File: src/rtl/bstme_pkg.sv
// Shared constants, operation codes and controller/datapath interface types
// for the budget-limited spanning tree block. No dependencies.
package bstme_pkg;

	localparam int MAX_VERTICES = 32;
	localparam int MAX_EDGES = 496;
	localparam int VIDX_W = $clog2(MAX_VERTICES);
	localparam int EADDR_W = $clog2(MAX_EDGES);
	localparam int CNT_W = $clog2(MAX_EDGES + 1);
	localparam int VTX_W = 6;
	localparam int WT_W = 32;
	localparam int SUM_W = 48;
	localparam int ANS_W = 30;
	localparam int EDGE_W = 2 * VTX_W + WT_W;
	localparam logic [ANS_W-1:0] ANSWER_CAP = ANS_W'(1000000000);

	localparam logic CFG_VERTEX_COUNT = 1'b0;
	localparam logic CFG_BUDGET = 1'b1;

	localparam int OP_W = 5;
	localparam logic [OP_W-1:0] OP_NONE = 5'd0;
	localparam logic [OP_W-1:0] OP_LOAD = 5'd1;
	localparam logic [OP_W-1:0] OP_RD_I = 5'd2;
	localparam logic [OP_W-1:0] OP_HOLD = 5'd3;
	localparam logic [OP_W-1:0] OP_RD_JM1 = 5'd4;
	localparam logic [OP_W-1:0] OP_WR_HOLD = 5'd5;
	localparam logic [OP_W-1:0] OP_WR_SHIFT = 5'd6;
	localparam logic [OP_W-1:0] OP_SRCH_INIT = 5'd7;
	localparam logic [OP_W-1:0] OP_PROBE = 5'd8;
	localparam logic [OP_W-1:0] OP_K_INIT = 5'd9;
	localparam logic [OP_W-1:0] OP_K_RD = 5'd10;
	localparam logic [OP_W-1:0] OP_K_LD = 5'd11;
	localparam logic [OP_W-1:0] OP_FA = 5'd12;
	localparam logic [OP_W-1:0] OP_FB = 5'd13;
	localparam logic [OP_W-1:0] OP_K_END = 5'd14;
	localparam logic [OP_W-1:0] OP_EMIT = 5'd15;

	typedef struct packed {
		logic [OP_W-1:0] op;
	} cmd_t;

	typedef struct packed {
		logic i_lt_cnt;
		logic j_zero;
		logic cmp_gt;
		logic v_last;
		logic pos_lt_cnt;
		logic range_ok;
		logic is_root;
		logic final_run;
		logic out_busy;
	} status_t;

endpackage

File: src/rtl/bstme_ctrl.sv
// Sequencer for load, insertion sort, binary search and union-find passes.
// Depends on bstme_pkg.
module bstme_ctrl (
	input  logic               clk,
	input  logic               arst_n,
	input  logic               in_valid,
	input  logic               last_edge,
	output logic               in_stall,
	input  bstme_pkg::status_t sts,
	output bstme_pkg::cmd_t    cmd
);

	localparam logic [3:0] ST_LOAD = 4'd0;
	localparam logic [3:0] ST_SCHK = 4'd1;
	localparam logic [3:0] ST_SRDI = 4'd2;
	localparam logic [3:0] ST_SCRD = 4'd3;
	localparam logic [3:0] ST_SCMP = 4'd4;
	localparam logic [3:0] ST_SRCH = 4'd5;
	localparam logic [3:0] ST_KINIT = 4'd6;
	localparam logic [3:0] ST_KEDGE = 4'd7;
	localparam logic [3:0] ST_KLD = 4'd8;
	localparam logic [3:0] ST_FA = 4'd9;
	localparam logic [3:0] ST_FB = 4'd10;
	localparam logic [3:0] ST_OUT = 4'd11;

	logic [3:0] state_q;
	logic [3:0] state_d;

	assign in_stall = (state_q != ST_LOAD);

	always_comb begin
		state_d = state_q;
		cmd.op = bstme_pkg::OP_NONE;
		case (state_q)
			ST_LOAD: begin
				if (in_valid) begin
					cmd.op = bstme_pkg::OP_LOAD;
					if (last_edge) state_d = ST_SCHK;
				end
			end
			ST_SCHK: begin
				if (sts.i_lt_cnt) begin
					cmd.op = bstme_pkg::OP_RD_I;
					state_d = ST_SRDI;
				end else begin
					cmd.op = bstme_pkg::OP_SRCH_INIT;
					state_d = ST_SRCH;
				end
			end
			ST_SRDI: begin
				cmd.op = bstme_pkg::OP_HOLD;
				state_d = ST_SCRD;
			end
			ST_SCRD: begin
				if (sts.j_zero) begin
					cmd.op = bstme_pkg::OP_WR_HOLD;
					state_d = ST_SCHK;
				end else begin
					cmd.op = bstme_pkg::OP_RD_JM1;
					state_d = ST_SCMP;
				end
			end
			ST_SCMP: begin
				if (sts.cmp_gt) begin
					cmd.op = bstme_pkg::OP_WR_SHIFT;
					state_d = ST_SCRD;
				end else begin
					cmd.op = bstme_pkg::OP_WR_HOLD;
					state_d = ST_SCHK;
				end
			end
			ST_SRCH: begin
				cmd.op = bstme_pkg::OP_PROBE;
				state_d = ST_KINIT;
			end
			ST_KINIT: begin
				cmd.op = bstme_pkg::OP_K_INIT;
				if (sts.v_last) state_d = ST_KEDGE;
			end
			ST_KEDGE: begin
				if (sts.pos_lt_cnt) begin
					cmd.op = bstme_pkg::OP_K_RD;
					state_d = ST_KLD;
				end else begin
					cmd.op = bstme_pkg::OP_K_END;
					state_d = sts.final_run ? ST_OUT : ST_SRCH;
				end
			end
			ST_KLD: begin
				cmd.op = bstme_pkg::OP_K_LD;
				state_d = sts.range_ok ? ST_FA : ST_KEDGE;
			end
			ST_FA: begin
				cmd.op = bstme_pkg::OP_FA;
				if (sts.is_root) state_d = ST_FB;
			end
			ST_FB: begin
				cmd.op = bstme_pkg::OP_FB;
				if (sts.is_root) state_d = ST_KEDGE;
			end
			ST_OUT: begin
				if (!sts.out_busy) begin
					cmd.op = bstme_pkg::OP_EMIT;
					state_d = ST_LOAD;
				end
			end
			default: begin
				state_d = ST_LOAD;
			end
		endcase
	end

	always_ff @(posedge clk or negedge arst_n) begin
		if (!arst_n) begin
			state_q <= ST_LOAD;
		end else begin
			state_q <= state_d;
		end
	end

	a_load_only_when_open: assert property (@(posedge clk) disable iff (!arst_n)
		(cmd.op == bstme_pkg::OP_LOAD) |-> (!in_stall && in_valid))
		else $error("load issued while input closed");
	a_emit_then_load: assert property (@(posedge clk) disable iff (!arst_n)
		(cmd.op == bstme_pkg::OP_EMIT) |=> (state_q == ST_LOAD))
		else $error("emit did not return to load");
	a_final_end_to_out: assert property (@(posedge clk) disable iff (!arst_n)
		(cmd.op == bstme_pkg::OP_K_END && sts.final_run) |=> (state_q == ST_OUT))
		else $error("final pass did not go to output");

endmodule

File: config.mk
export PLATFORM = sky130hd
export DESIGN_NAME = bstme_ctrl
export DESIGN_NICKNAME = d
export VERILOG_FILES = /design/src/rtl/bstme_pkg.sv /design/src/rtl/bstme_ctrl.sv
export SDC_FILE = /design/constraint.sdc
export NUM_CORES = 1
export LEC_CHECK = 0
export BUFFER_PORTS_ARGS = -buffer_cell sky130_fd_sc_hd__buf_2
export CAP_MARGIN = 10
export CORE_AREA = 3 3 40 42
export CTS_BUF_LIST = sky130_fd_sc_hd__clkbuf_2
export DETAILED_ROUTE_END_ITERATION = 8
export DIE_AREA = 0 0 43 45
export GPL_ROUTABILITY_DRIVEN = 0
export PLACE_DENSITY_LB_ADDON = 0.15
export SLEW_MARGIN = 20
export SYNTH_ARGS = -nofsm -noshare
export SYNTH_HDL_FRONTEND = slang
export SYNTH_SLANG_ARGS = --single-unit
export TNS_END_PERCENT = 5
File: constraint.sdc
create_clock -name clk -period 2.14 [get_ports clk]
set_clock_uncertainty 0.2 [all_clocks]
set_input_delay 0.428 -clock clk [delete_from_list [all_inputs] [get_ports clk]]
set_output_delay 0.428 -clock clk [all_outputs]
set_load 0.05 [all_outputs]
# Yosys cells after proc, flatten, opt, wreduce, memory -nomap -nowiden
# Index checks and enable logic that the tools add are counted.
# word_totals
regBits	4
elab_cells	41
out_inout_bits	6
inputBits	13
# classes
muxes	20
eq_ne	17
n_reduce_logical	3
# ops
cell	n
4-bit one-hot mux with 12 select lines	2
4-bit 2-to-1 mux	10
4-bit by 3-bit equality test with 1-bit output, second input constant	4
4-bit equality test, second input constant	4
3-bit 2-to-1 mux	4
2-bit inequality test, second input constant	6
4-bit by 2-bit equality test with 1-bit output, second input constant	2
6-bit AND reduction	1
4-bit by 1-bit equality test with 1-bit output, second input constant	1
4-bit logical NOT	1
2-bit 2-to-1 mux	2
4-bit nonzero test	1
1-bit 2-to-1 mux	2

# Logic depth before layout (Yosys ltp)
# Gate-level depths: netlist of the first run.
# depth
word_depth	3
mapped_depth	6
mapped_depth_nobuf	4

# Least setup slack after synthesis of the first run
# Ideal clock, no wire load.
# synth_path
kind	flip-flop to output port
startpoint	register state_q[2]
endpoint	output port cmd[2] in the netlist's numbering
required_ns	1.512
stages_incl_launch_ff	7
n_path_buf	2
t_arrival_ns	2.024
setup_slack_ns	-0.512
path_cell_list	dfrtp_1 > buf_6 > buf_2 > nand2b_1 > nor2_1 > a211oi_1 > o21ai_0
# synth_rtl
item	line	rtl
start, declared	bstme_ctrl.sv:26	logic [3:0] state_q;
start signal, assigned	bstme_ctrl.sv:117	state_q <= state_d;
end, declared	bstme_ctrl.sv:10	output bstme_pkg::cmd_t cmd

==> metrics list, run 1 <==
* Combinational family with the most area after synthesis: compound AO/OA/AOI/OAI gates
- The synthesized design contains 0 enable-type register cells.
- Die X: 43 µm
* PnR worst setup slack: -0.0407 ns
* Switching part of the total: 0.544
- Initial antenna violation count: 0
- The routed design could run at a clock period as short as 2.18 ns.
* Peak clock frequency supported by timing: 459 MHz
- In the final layout, the share of cells above drive strength 1 is 0.435.
- CTS built an H-tree with a depth of 1.
- DR vias: 840
- Number of placement rows: 13
- Of the total synthesized cell area, the portion taken by full adders, half adders and majority gates is 0.0160.
- Multiplexer fraction of the synthesized cell area: 0
* Number of distinct library cells after synthesis: 40
- Required arrival time at the worst endpoint: 1.51 ns
- Dividing the detail-routed wire length by the instance count gives 16.5 µm.
- The die covers 1940 µm².
* Initial standard-cell utilization of the core: 0.487
- The internal power of the cells totals 0.816 mW.
* TritonCTS buffer count: 3
- The via count of the first global-routing pass came to 745.
* Area of the mapped netlist: 626 µm²
- The max-slew violation total from the final report was 0.
- Critical path class: reg -> out
* Root Driver: sky130_fd_sc_hd__clkbuf_2
- In this run the static leakage power is 0.403 nW.
- Of the total power, registers draw 0.100.
* Drt initial violations: 48
- The average instance in the mapped netlist occupies 7.03 µm².
- Critical path peak fanout: 7
- Synth async-reset ratio: 1.00
- Worst-Skew Late Latency: 0.22 ns
- Complex-gate fraction of the synthesized area: 0.390
- After floorplanning, the core was sized to cover 1280 µm².
* Input/output buffers: 17
* Parity-gate share of the synthesized area counting xor and xnor cells: 0.0140
* Most common flop cell mapped by yosys: sky130_fd_sc_hd__dfrtp_1
- Number of optimization iterations in the first detailed-route pass: 4
- Final critical-path share of the clock period: 1.02
- For this design the top-level I/O count stands at 19.
- Flip-flop count of the largest register after layout: 4
- The count of endpoints failing hold in the final timing report is 0.
- IR analysis of the VDD net gives a maximum drop of 1.13 mV.
- Count of clock tree sinks: 4
- MaxCap Viol Count: 0
- Clock tree from TritonCTS: yes
- The clock passes through at most 2 buffers.
- Antenna Cells: 0
- Fill cell instance count of the final layout: 99
- Total Power Consumption: 1.79 mW
* Violated checks: negative setup slack
* First-pass GRT wire length: 3020 µm
- Routed WL: 2150 µm
- Global routing finished with a remaining overflow of 0.
- The worst setup path is launched from a flip-flop.
- Number of flip-flops and latches in the synthesized netlist: 4
* Post-Synthesis Cells: 89
- Yosys printed 0 warnings.
- Relative to the synthesized area, the layout overhead comes to 47.6%.
* Portion of the post-synthesis area used by sequential elements: 0.160
- Endpoint class of the critical path: primary output
* Combinational cell fraction of total power: 0.858
* GRT Resource Usage Total: 0.201
* Outcome: complete, but fails checks
- The die is 45 µm tall.
* Clock share of power: 0.042
- Clock-pin slew of the registers on the worst-case setup and hold paths: 0.05 ns
* Fraction of the mapped netlist area in simple logic gates: 0.272
- Counting every net in the synthesized netlist gives 102.
- Net total in the final layout: 130
* Top Registers: state_q (4)
- Detailed placement finished with a half-perimeter wire length of 1310 µm.
- Largest net degree at the start of global routing: 23
- Counting flops per register, the top entry is state_q.
- Worst slack at placement: -0.0133 ns
* Min-delay worst type: in -> async
* Setup repair after global routing missed its margin: true
* DRC Markers: 0
* Post-DRT Antenna Nets: 0
* Arr. time, crit path: 1.55 ns
- In this run the power density over the cells is 1940 nW/µm².
- Net Switching: 0.973 mW
- Setup violations remaining at the end of the flow were counted as 2.
* Average vias per placed instance: 6.46
[worst max-delay path, cell delays in order, from the launching register on]
cell	delay, ns
sky130_fd_sc_hd__dfrtp_2	0.46
sky130_fd_sc_hd__buf_6	0.15
sky130_fd_sc_hd__nor2b_1	0.14
sky130_fd_sc_hd__a211oi_1	0.34
sky130_fd_sc_hd__o21ai_2	0.09
sky130_fd_sc_hd__buf_6	0.16
[cell families after synthesis]
group | count (synthesis)
AND/OR/NAND/NOR | 32
XOR/XNOR | 1
flip-flops | 4
buffers and inverters | 17
adder cells (fa/ha/maj) | 1
other | 1
AO/OA/AOI/OAI | 33
[synth_stat cells (2+ instances only)]
cell type                   count  area (µm²)
sky130_fd_sc_hd__nor2_1         9        33.8
sky130_fd_sc_hd__nand2_1        7        26.3
sky130_fd_sc_hd__o21ai_0        7        35.0
sky130_fd_sc_hd__buf_2          5        25.0
sky130_fd_sc_hd__inv_1          5        18.8
sky130_fd_sc_hd__dfrtp_1        4         100
sky130_fd_sc_hd__o22ai_1        4        25.0
sky130_fd_sc_hd__a21oi_1        3        15.0
sky130_fd_sc_hd__nor3_1         3        15.0
sky130_fd_sc_hd__a2111oi_0      2        17.5
sky130_fd_sc_hd__a211oi_1       2        15.0
sky130_fd_sc_hd__a31oi_1        2        12.5
sky130_fd_sc_hd__buf_6          2        22.5
sky130_fd_sc_hd__clkbuf_1       2        7.51
sky130_fd_sc_hd__inv_2          2        7.51
sky130_fd_sc_hd__nand2b_1       2        12.5
sky130_fd_sc_hd__nor2b_1        2        12.5
sky130_fd_sc_hd__o211ai_1       2        15.0
sky130_fd_sc_hd__o311a_1        2        20.0
sky130_fd_sc_hd__or3_1          2        12.5
[worst paths after layout]
check | from | to | slack, ns | cells past startpoint
worst max-delay path | state_q[3] | cmd[2] | -0.04 | 5
worst min-delay path | arst_n | state_q[2] | 0.34 | 2
worst max register to register | state_q[1] | state_q[1] | 0.17 | 5
worst min register to register | state_q[0] | state_q[0] | 0.61 | 2
max in group asynchronous | arst_n | state_q[1] | 1.26 | 2
min in group clk | last_edge | state_q[2] | 0.44 | 4
[area by class of cell]
type                    count  area [µm²]  share of cell area
multi-input cells          68         495               0.537
repair buffers             33         264               0.286
inverters                   7        26.3              0.0285
flip-flops and latches      4         104               0.112
clock buffers               3        15.0              0.0163
well taps                  15        18.8              0.0203
[power groups by stage]
stage / combinational, mW / clock, mW / sequential, mW
detailed placement: 1.18 / 0 / 0.163
finish: 1.54 / 0.0745 / 0.179
CTS: 1.31 / 0.0715 / 0.164
global placement: 1.17 / 0 / 0.162
global route: 1.63 / 0.0835 / 0.181
floorplan: 0.961 / 0 / 0.136
[cells in the final DEF, fill, tap and decap left out, types with 2 or more instances in the layout]
master,Yosys,routed
sky130_fd_sc_hd__o21ai_0,7,5
sky130_fd_sc_hd__buf_6,2,5
sky130_fd_sc_hd__nand2b_1,2,2
sky130_fd_sc_hd__or3_1,2,2
sky130_fd_sc_hd__nor2b_1,2,2
sky130_fd_sc_hd__o22ai_2,0,2
sky130_fd_sc_hd__buf_4,1,11
sky130_fd_sc_hd__o211ai_1,2,2
sky130_fd_sc_hd__inv_2,2,2
sky130_fd_sc_hd__a21oi_1,3,3
sky130_fd_sc_hd__o22ai_1,4,2
sky130_fd_sc_hd__a31oi_1,2,2
sky130_fd_sc_hd__dfrtp_2,0,3
sky130_fd_sc_hd__inv_1,5,5
sky130_fd_sc_hd__nor3_2,0,2
sky130_fd_sc_hd__buf_2,5,14
sky130_fd_sc_hd__nand2_1,7,7
sky130_fd_sc_hd__clkbuf_2,0,3
sky130_fd_sc_hd__o311a_1,2,2
sky130_fd_sc_hd__nor2_1,9,9
[metal layers]
layer	up-vias	share of wire	track usage
met5	-	0	0
met3	10	0.067	0.0359
met2	59	0.49	0.377
met4	0	0.036	0.0361
met1	386	0.41	0.243
li1	385	-	-
[stage by stage]
| step | hold slack (ns) | TNS [ns] | area (µm²) | cells | utilization |
|---|---|---|---|---|---|
| floorplan | -0.0676 | -0.283 | 638 | 89 | - |
| global placement | 0.0324 | -0.0106 | 747 | 120 | 0.581 |
| detailed placement | 0.0352 | -0.0133 | 747 | 120 | 0.581 |
| CTS | 0.357 | -0.0256 | 823 | 126 | 0.641 |
| global route | 0.347 | -0.290 | 923 | 130 | 0.719 |
| finish | 0.341 | -0.0458 | 923 | 130 | 0.719 |
[repair_timing]
item	CTS	global route
gates resized for setup	12	12
gates cloned	0	1
endpoints found under the setup margin	4	5
pin swaps	1	1
buffers inserted	2	3
endpoints found under the hold margin	4	0
hold buffers	1	0
Power figures use the tool's default switching activity.
==> run 2, diff against run 1 <==
Settings changed: CTS_BUF_LIST sky130_fd_sc_hd__clkbuf_2 to unset.
==> run 2 against run 1 <==
  * The run still ends with negative setup slack left
  * Clock-buffer cell count did not move
  * Non-clock buffer count shrank 3
  * Hold slack lost 0.036 ns
==> metrics list, run 2 (synthesized netlist as in run 1, its figures left out) <==
* Outcome: complete, but fails checks (unchanged)
- Violated checks: negative setup slack (unchanged).
* Routed WL: 2150 µm (about the same)
- Critical path class: reg -> out (unchanged)
* Reported leakage power: 0.400 nW (was 0.403 nW)
* Drt initial violations: 21 (was 48)
- Area growth, synth to finish: 47.8% (was 47.6%)
* Min-delay worst type: in -> async (unchanged)
- Setup repair after global routing missed its margin: true (unchanged)
- Required arrival time at the worst endpoint: 1.51 ns (about the same)
- The number of antenna repair diodes came to 0 (unchanged).
- Fill cell instance count of the final layout: 100 (was 99)
* Endpoint class of the critical path: primary output (unchanged)
- The global-route usage over all layers is 0.240 (was 0.201).
* Half-perimeter wire length of the detailed placement result: 1310 µm (unchanged)
- Post-DRT Antenna Nets: 0 (unchanged)
- The maximum operating frequency came to 459 MHz (about the same).
- Final Critical Period: 2.18 ns (about the same)
- The sequential share of power came to 0.094 (was 0.100).
* Maximum count of clock buffers along a single path: 2 (unchanged)
- The most common cell after layout, fill and taps aside is sky130_fd_sc_hd__buf_2 (unchanged).
- Area of combinational cells with multiple inputs: 500 µm² (was 495 µm²)
- The via count of the first global-routing pass came to 818 (was 745).
- The number of sinks handled by clock tree synthesis is 4 (unchanged).
- The number of top-level pins came to 19 (unchanged).
- The number of setup violations in the final report came to 2 (unchanged).
- The overflow left after global routing is 0 (unchanged).
- The share of post-route cells with drive strength above 1 came to 0.420 (was 0.435).
- Number of optimization iterations in the first detailed-route pass: 4 (unchanged)
- Top Registers: state_q (4) (unchanged).
- The critical path data arrival time is 1.55 ns (about the same).
- Top library cells by usage in the layout, fill and taps aside: sky130_fd_sc_hd__buf_2 (12), sky130_fd_sc_hd__nor2_1 (9), sky130_fd_sc_hd__buf_4 (9) (was sky130_fd_sc_hd__buf_2 (14), sky130_fd_sc_hd__buf_4 (11), sky130_fd_sc_hd__nor2_1 (9)).
* Clock tree from TritonCTS: yes (unchanged)
- The count of unresolved DRC violations after routing is 0 (unchanged).
- Switching part of the total: 0.530 (was 0.544)
* First-pass GRT wire length: 3390 µm (was 3020 µm)
- Die X: 43 µm (unchanged)
- The number of core rows was 13 (unchanged).
- The power spent charging and discharging nets came to 0.965 mW (was 0.973 mW).
- The CTS clock-pin slew for the worst setup and hold paths was 0.05 ns (about the same).
* End-of-flow core utilization: 0.720 (was 0.719)
* Initial antenna violation count: 0 (unchanged)
- Worst-Skew Late Latency: 0.26 ns (was 0.22 ns)
- Input/output buffers: 17 (unchanged)
- Root Driver: sky130_fd_sc_hd__clkbuf_4 (was sky130_fd_sc_hd__clkbuf_2)
- Aggregate negative setup slack: -0.0694 ns (was -0.0458 ns)
- The portion of total power attributed to the clock network was 0.058 (was 0.042).
- TritonCTS buffer count: 3 (unchanged)
- The maximum fanout along the worst path is 7 (unchanged).
- The average detailed-routed wire length per instance is 17.0 µm (was 16.5 µm).
- The placed instance count came to 120 (unchanged).
* PnR worst setup slack: -0.0373 ns (was -0.0407 ns)
* Chip Height: 45 µm (unchanged)
* Worst slack at placement: -0.0133 ns (unchanged)
- The combinational share of power is 0.848 (was 0.858).
- Final hold violation count: 0 (unchanged)
- The ratio of routed vias to standard cells came to 6.42 (was 6.46).
* Number of standard cells in the final layout excluding fillers: 127 (was 130)
- The largest net degree at the start of global routing came to 18 (was 23).
- The sequential standard cell area was 103 µm² (was 104 µm²).
- Floorplan die area: 1940 µm² (unchanged)
- Worst hold slack after final layout: 0.306 ns (was 0.341 ns)
* Largest voltage drop on the vdd net: 1.09 mV (was 1.13 mV)
- The reported max-cap violation count is 0 (unchanged).
- The register bank with the most flops was state_q (unchanged).
- Max Slew Vio Count: 0 (unchanged)
* Initial standard-cell utilization of the core: 0.487 (unchanged)
- The internal power consumption came to 0.856 mW (was 0.816 mW).
- Number of H-tree levels: 1 (unchanged)
- The total number of vias was 815 (was 840).
- CP startpoint kind: flip-flop (unchanged)
* Total power per unit cell area: 1970 nW/µm² (was 1940 nW/µm²)
- Flip-flop count of the largest register after layout: 4 (unchanged)
- Net total in the final layout: 127 (was 130)
* Final critical-path share of the clock period: 1.02 (about the same)
- Core ar.: 1280 µm² (unchanged)
-- run 2: cell count changes in the layout (fill, tap and decap cells not counted), sizes merged --
cell	change
buf	-4
bufbuf	+1
-- run 2: critical path, stage by stage (launching register included) --
cell                        delay (ns)
sky130_fd_sc_hd__dfrtp_2          0.45
sky130_fd_sc_hd__buf_6            0.15
sky130_fd_sc_hd__a2111oi_4        0.34
sky130_fd_sc_hd__o22ai_1          0.11
sky130_fd_sc_hd__nand2_1          0.10
sky130_fd_sc_hd__buf_6            0.16
-- run 2: per-stage QoR --
step	instance area [µm²]	total power [mW]
3_5_place_dp	747	1.34
6_report	925	1.82
5_1_grt	925	1.92
4_1_cts	913	1.76
3_3_place_gp	747	1.33
2_1_floorplan	638	1.10
-- run 2: final timing paths --
check / from / to / slack, ns / depth (start not counted)
max: state_q[3] / cmd[0] / -0.04 / 5
min: arst_n / state_q[2] / 0.31 / 2
max reg2reg: state_q[1] / state_q[1] / 0.18 / 5
min reg2reg: state_q[1] / state_q[1] / 0.59 / 3
max in group asynchronous: arst_n / state_q[1] / 1.28 / 2
min in group clk: last_edge / state_q[2] / 0.36 / 4
-- run 2: routing by layer --
metal | GRT usage | share of wire | up-vias
li1 | - | - | 376
met1 | 0.254 | 0.41 | 388
met2 | 0.398 | 0.47 | 40
met3 | 0.0757 | 0.073 | 11
met4 | 0.187 | 0.044 | 0
met5 | 0 | 0 | -
-- run 2: final cells by class --
cell class | instances | area share
multi-input combinational | 68 | 0.541
timing repair buffer | 30 | 0.275
sequential | 4 | 0.111
inverter | 7 | 0.0284
clock buffer | 3 | 0.0244
tap | 15 | 0.0203
-- run 2: power groups by stage --
stage / Combinational (mW) / Clock, mW / Sequential, mW
floorplan: 0.961 / 0 / 0.136
finish: 1.54 / 0.106 / 0.171
global route: 1.63 / 0.112 / 0.175
CTS: 1.49 / 0.102 / 0.167
global placement: 1.17 / 0 / 0.162
detailed placement: 1.18 / 0 / 0.163
-- run 2: timing repair --
action	CTS	global route
gates cloned	1	0
buffers inserted	2	0
endpoints found under the setup margin	4	5
pin swaps	2	1
hold buffers	1	0
endpoints found under the hold margin	4	0
resized for setup	21	5
==> run 3, diff against run 2 <==
==> constraint.sdc (replaced) <==
create_clock -name clk -period 2.14 [get_ports clk]
set_clock_uncertainty 0.2 [all_clocks]
set_input_delay 0.535 -clock clk [delete_from_list [all_inputs] [get_ports clk]]
set_output_delay 0.535 -clock clk [all_outputs]
set_load 0.05 [all_outputs]
==> run 3 against run 2 <==
  * The flow still finishes with violations (negative setup slack)
  * Hold slack better by 0.16 ns
  * Register-to-register slack worse by 0.09 ns
  * First-iteration DRC count is 4.8% higher
  * Combinational power hardly changed
  * Clock power is 15% lower
  * Fmax is 2.6% lower
  * Clock-buffer cell count stayed put
  * Critical endpoint unchanged
  * Largest cell class unchanged
==> metrics list, run 3 (synthesized netlist as in run 1, its figures left out) <==
- The buffer and inverter count on the worst path is 2 (unchanged).
- The endpoint type of the worst setup path was a primary output (unchanged).
- The vertical die dimension is 45 µm (unchanged).
- The type of the setup path with the least slack was reg -> out (unchanged).
* Fill cell instance count of the final layout: 100 (unchanged)
- The data required time of the critical path is 1.40 ns (was 1.51 ns).
- Share of final-layout standard cells stronger than drive strength 1: 0.487 (was 0.420)
* Clock-pin slew of the registers on the worst-case setup and hold paths: 0.04 ns (was 0.05 ns)
* Cell-by-cell trace of the critical path: buf_6 -> a2111oi_4 -> o22ai_2 -> nand2_2 -> buf_6 (was buf_6 -> a2111oi_4 -> o22ai_1 -> nand2_1 -> buf_6)
- Outcome: complete, but fails checks (unchanged)
- The net switching share of the total power is 0.522 (was 0.530).
* Floorplan die area: 1940 µm² (unchanged)
- Area of combinational cells with multiple inputs: 519 µm² (was 500 µm²)
- The setup TNS is -0.269 ns (was -0.0694 ns).
* Antenna Cells: 0 (unchanged)
- Routed wl met2: 922 µm (was 1020 µm)
- The sequential standard cell area came to 103 µm² (unchanged).
- Logic depth of the worst register-to-register path: 6 (was 5)
* First-pass GRT wire length: 3180 µm (was 3390 µm)
* Maximum count of clock buffers along a single path: 2 (unchanged)
- The count of unresolved DRC violations after routing is 0 (unchanged).
- The synthesis-to-finish area growth is 56.2% (was 47.8%).
- The horizontal die dimension was 43 µm (unchanged).
- The routed length on met1 is 851 µm (was 881 µm).
- Worst slack at placement: -0.187 ns (was -0.0133 ns)
* DR WL met3: 111 µm (was 157 µm)
- Combinational cell fraction of total power: 0.859 (was 0.848)
- Biggest cell delay along the critical path: 0.44 ns (was 0.45 ns)
* Critical path peak fanout: 5 (was 7)
- The static power due to leakage was 0.425 nW (was 0.400 nW).
- The reported max-cap violation count is 0 (unchanged).
- The TritonCTS buffer count is 3 (unchanged).
- PnR worst setup slack: -0.0943 ns (was -0.0373 ns)
- The number of nets at the end of the flow is 134 (was 127).
- Routed WL: 1920 µm (was 2150 µm)
- Share of power burned in registers: 0.091 (was 0.094)
- The final critical path time including I/O delays and setup came to 2.23 ns (was 2.18 ns).
* Arr. time, crit path: 1.50 ns (was 1.55 ns)
* DR vias: 807 (was 815)
* Number of standard cells in the final layout excluding fillers: 134 (was 127)
- The clock latency reported for the late side of the worst-skew pair is 0.23 ns (was 0.26 ns).
- I/O pins: 19 (unchanged)
- Internal Pwr Total: 0.870 mW (was 0.856 mW)
* Initial standard-cell utilization of the core: 0.487 (unchanged)
- The register bank with the most flops is state_q (unchanged).
- Violated checks: negative setup slack (unchanged).
- The placeable core area came to 1280 µm² (unchanged).
- Setup repair after global routing missed its margin: true (unchanged).
- The length of the first detailed-routing pass in iterations is 4 (unchanged).
- Final hold violation count: 0 (unchanged)
- Largest voltage drop on the vdd net: 1.15 mV (was 1.09 mV)
- The number of sinks handled by clock tree synthesis was 4 (unchanged).
- Top Registers: state_q (4) (unchanged).
* Flip-flop count of the largest register after layout: 4 (unchanged)
* Largest net degree at the start of global routing: 19 (was 18)
* Most repeated library cell on the critical path: sky130_fd_sc_hd__buf_6 (unchanged)
- Number of global-route vias before repair: 769 (was 818)
- Total congestion overflow: 0 (unchanged)
- Clock share of power: 0.049 (was 0.058)
- Final setup violation count: 4 (was 2)
* GRT Resource Usage Total: 0.210 (was 0.240)
- Top library cells by usage in the layout, fill and taps aside: sky130_fd_sc_hd__buf_4 (15), sky130_fd_sc_hd__buf_2 (12), sky130_fd_sc_hd__nor2_1 (8), sky130_fd_sc_hd__buf_6 (8) (was sky130_fd_sc_hd__buf_2 (12), sky130_fd_sc_hd__nor2_1 (9), sky130_fd_sc_hd__buf_4 (9)).
- The maximum operating frequency is 448 MHz (was 459 MHz).
* Clock tree from TritonCTS: yes (unchanged)
- The startpoint of the worst register-to-register path is state_q[3] (was state_q[1]).
- Net Switching: 0.950 mW (was 0.965 mW)
- Kind of cell adding the most delay to the critical path: compound AO/OA/AOI/OAI gates (was flip-flops)
* Endpoint of the worst-slack reg-to-reg timing path: state_q[1] (unchanged)
- The number of core rows came to 13 (unchanged).
- Half-perimeter wire length of the detailed placement result: 1350 µm (was 1310 µm)
* Number of H-tree levels: 1 (unchanged)
* Max Slew Vio Count: 0 (unchanged)
- The number of DRC markers in iteration 0 came to 22 (was 21).
- Max Used Layer: met4 (unchanged)
- Average vias per placed instance: 6.02 (was 6.42)
- The type of the most critical hold path is in -> async (unchanged).
* Input/output buffers: 17 (unchanged)
- Final critical-path share of the clock period: 1.04 (was 1.02)
* Total power per unit cell area: 1860 nW/µm² (was 1970 nW/µm²)
* Root Driver: sky130_fd_sc_hd__clkbuf_4 (unchanged)
- The most common cell after layout, fill and taps aside was sky130_fd_sc_hd__buf_4 (was sky130_fd_sc_hd__buf_2).
* Post-DRT Antenna Nets: 0 (unchanged)
- Internal reg-to-reg setup slack: 0.09 ns (was 0.18 ns)
- Crit-path slowest cell: sky130_fd_sc_hd__dfrtp_2 (unchanged)
- CP startpoint kind: flip-flop (unchanged)
- The placed instance count was 128 (was 120).
- Average routed wire per standard cell: 14.3 µm (was 17.0 µm)
- Total Power Consumption: 1.82 mW (about the same)
- Initial antenna violation count: 0 (unchanged)
## run 3: power by group through the flow
| stage | clock, mW | combinational (mW) | sequential (mW) |
|---|---|---|---|
| final | 0.0900 | 1.56 | 0.166 |
| after global routing | 0.106 | 1.68 | 0.174 |
| after CTS | 0.0959 | 1.44 | 0.158 |
| after detailed placement | 0 | 1.24 | 0.159 |
| after global placement | 0 | 1.23 | 0.159 |
| after floorplan | 0 | 0.961 | 0.136 |
## run 3: worst register-to-register path, cell delays in order, from the launching register on
cell and delay (ns):
sky130_fd_sc_hd__dfrtp_2 0.44, sky130_fd_sc_hd__buf_4 0.16, sky130_fd_sc_hd__nand2b_4 0.14, sky130_fd_sc_hd__buf_4 0.14, sky130_fd_sc_hd__or3_1 0.37, sky130_fd_sc_hd__o221a_1 0.26
sky130_fd_sc_hd__o32ai_2 0.24
## run 3: routing by layer
metal,GRT usage,vias up
li1,-,392
met1,0.285,376
met2,0.353,35
met3,0.0359,4
met4,0.0422,0
met5,0,-
## run 3: per-stage QoR
step / hold WS [ns] / area [µm²] / util
6_report: 0.467 / 977 / 0.760
2_1_floorplan: 0.0394 / 638 / -
5_1_grt: 0.468 / 977 / 0.760
3_5_place_dp: 0.140 / 807 / 0.628
4_1_cts: 0.441 / 917 / 0.714
3_3_place_gp: 0.139 / 807 / 0.628
## run 3: worst max-delay path by stage
stage,start,end,depth (start not counted)
5_1_grt,state_q[3],cmd[2],5
2_1_floorplan,state_q[3],cmd[2],5
3_5_place_dp,sts[6],cmd[0],5
4_1_cts,state_q[3],cmd[2],5
6_report,state_q[3],cmd[0],5
3_3_place_gp,sts[6],cmd[0],5
## run 3: layout make-up
cell class | instances | area share
inverters | 7 | 0.0269
well taps | 15 | 0.0192
flip-flops and latches | 4 | 0.105
clock buffers | 3 | 0.0230
repair buffers | 37 | 0.294
multi-input cells | 68 | 0.531
## run 3: what timing repair did
| action | in CTS | in global routing |
|---|---|---|
| buffers inserted | 2 | 0 |
| resized for setup | 19 | 12 |
| hold endpoints to repair | 4 | 0 |
| setup endpoints to repair | 5 | 6 |
| pin swaps | 4 | 6 |
| hold buffers | 1 | 0 |
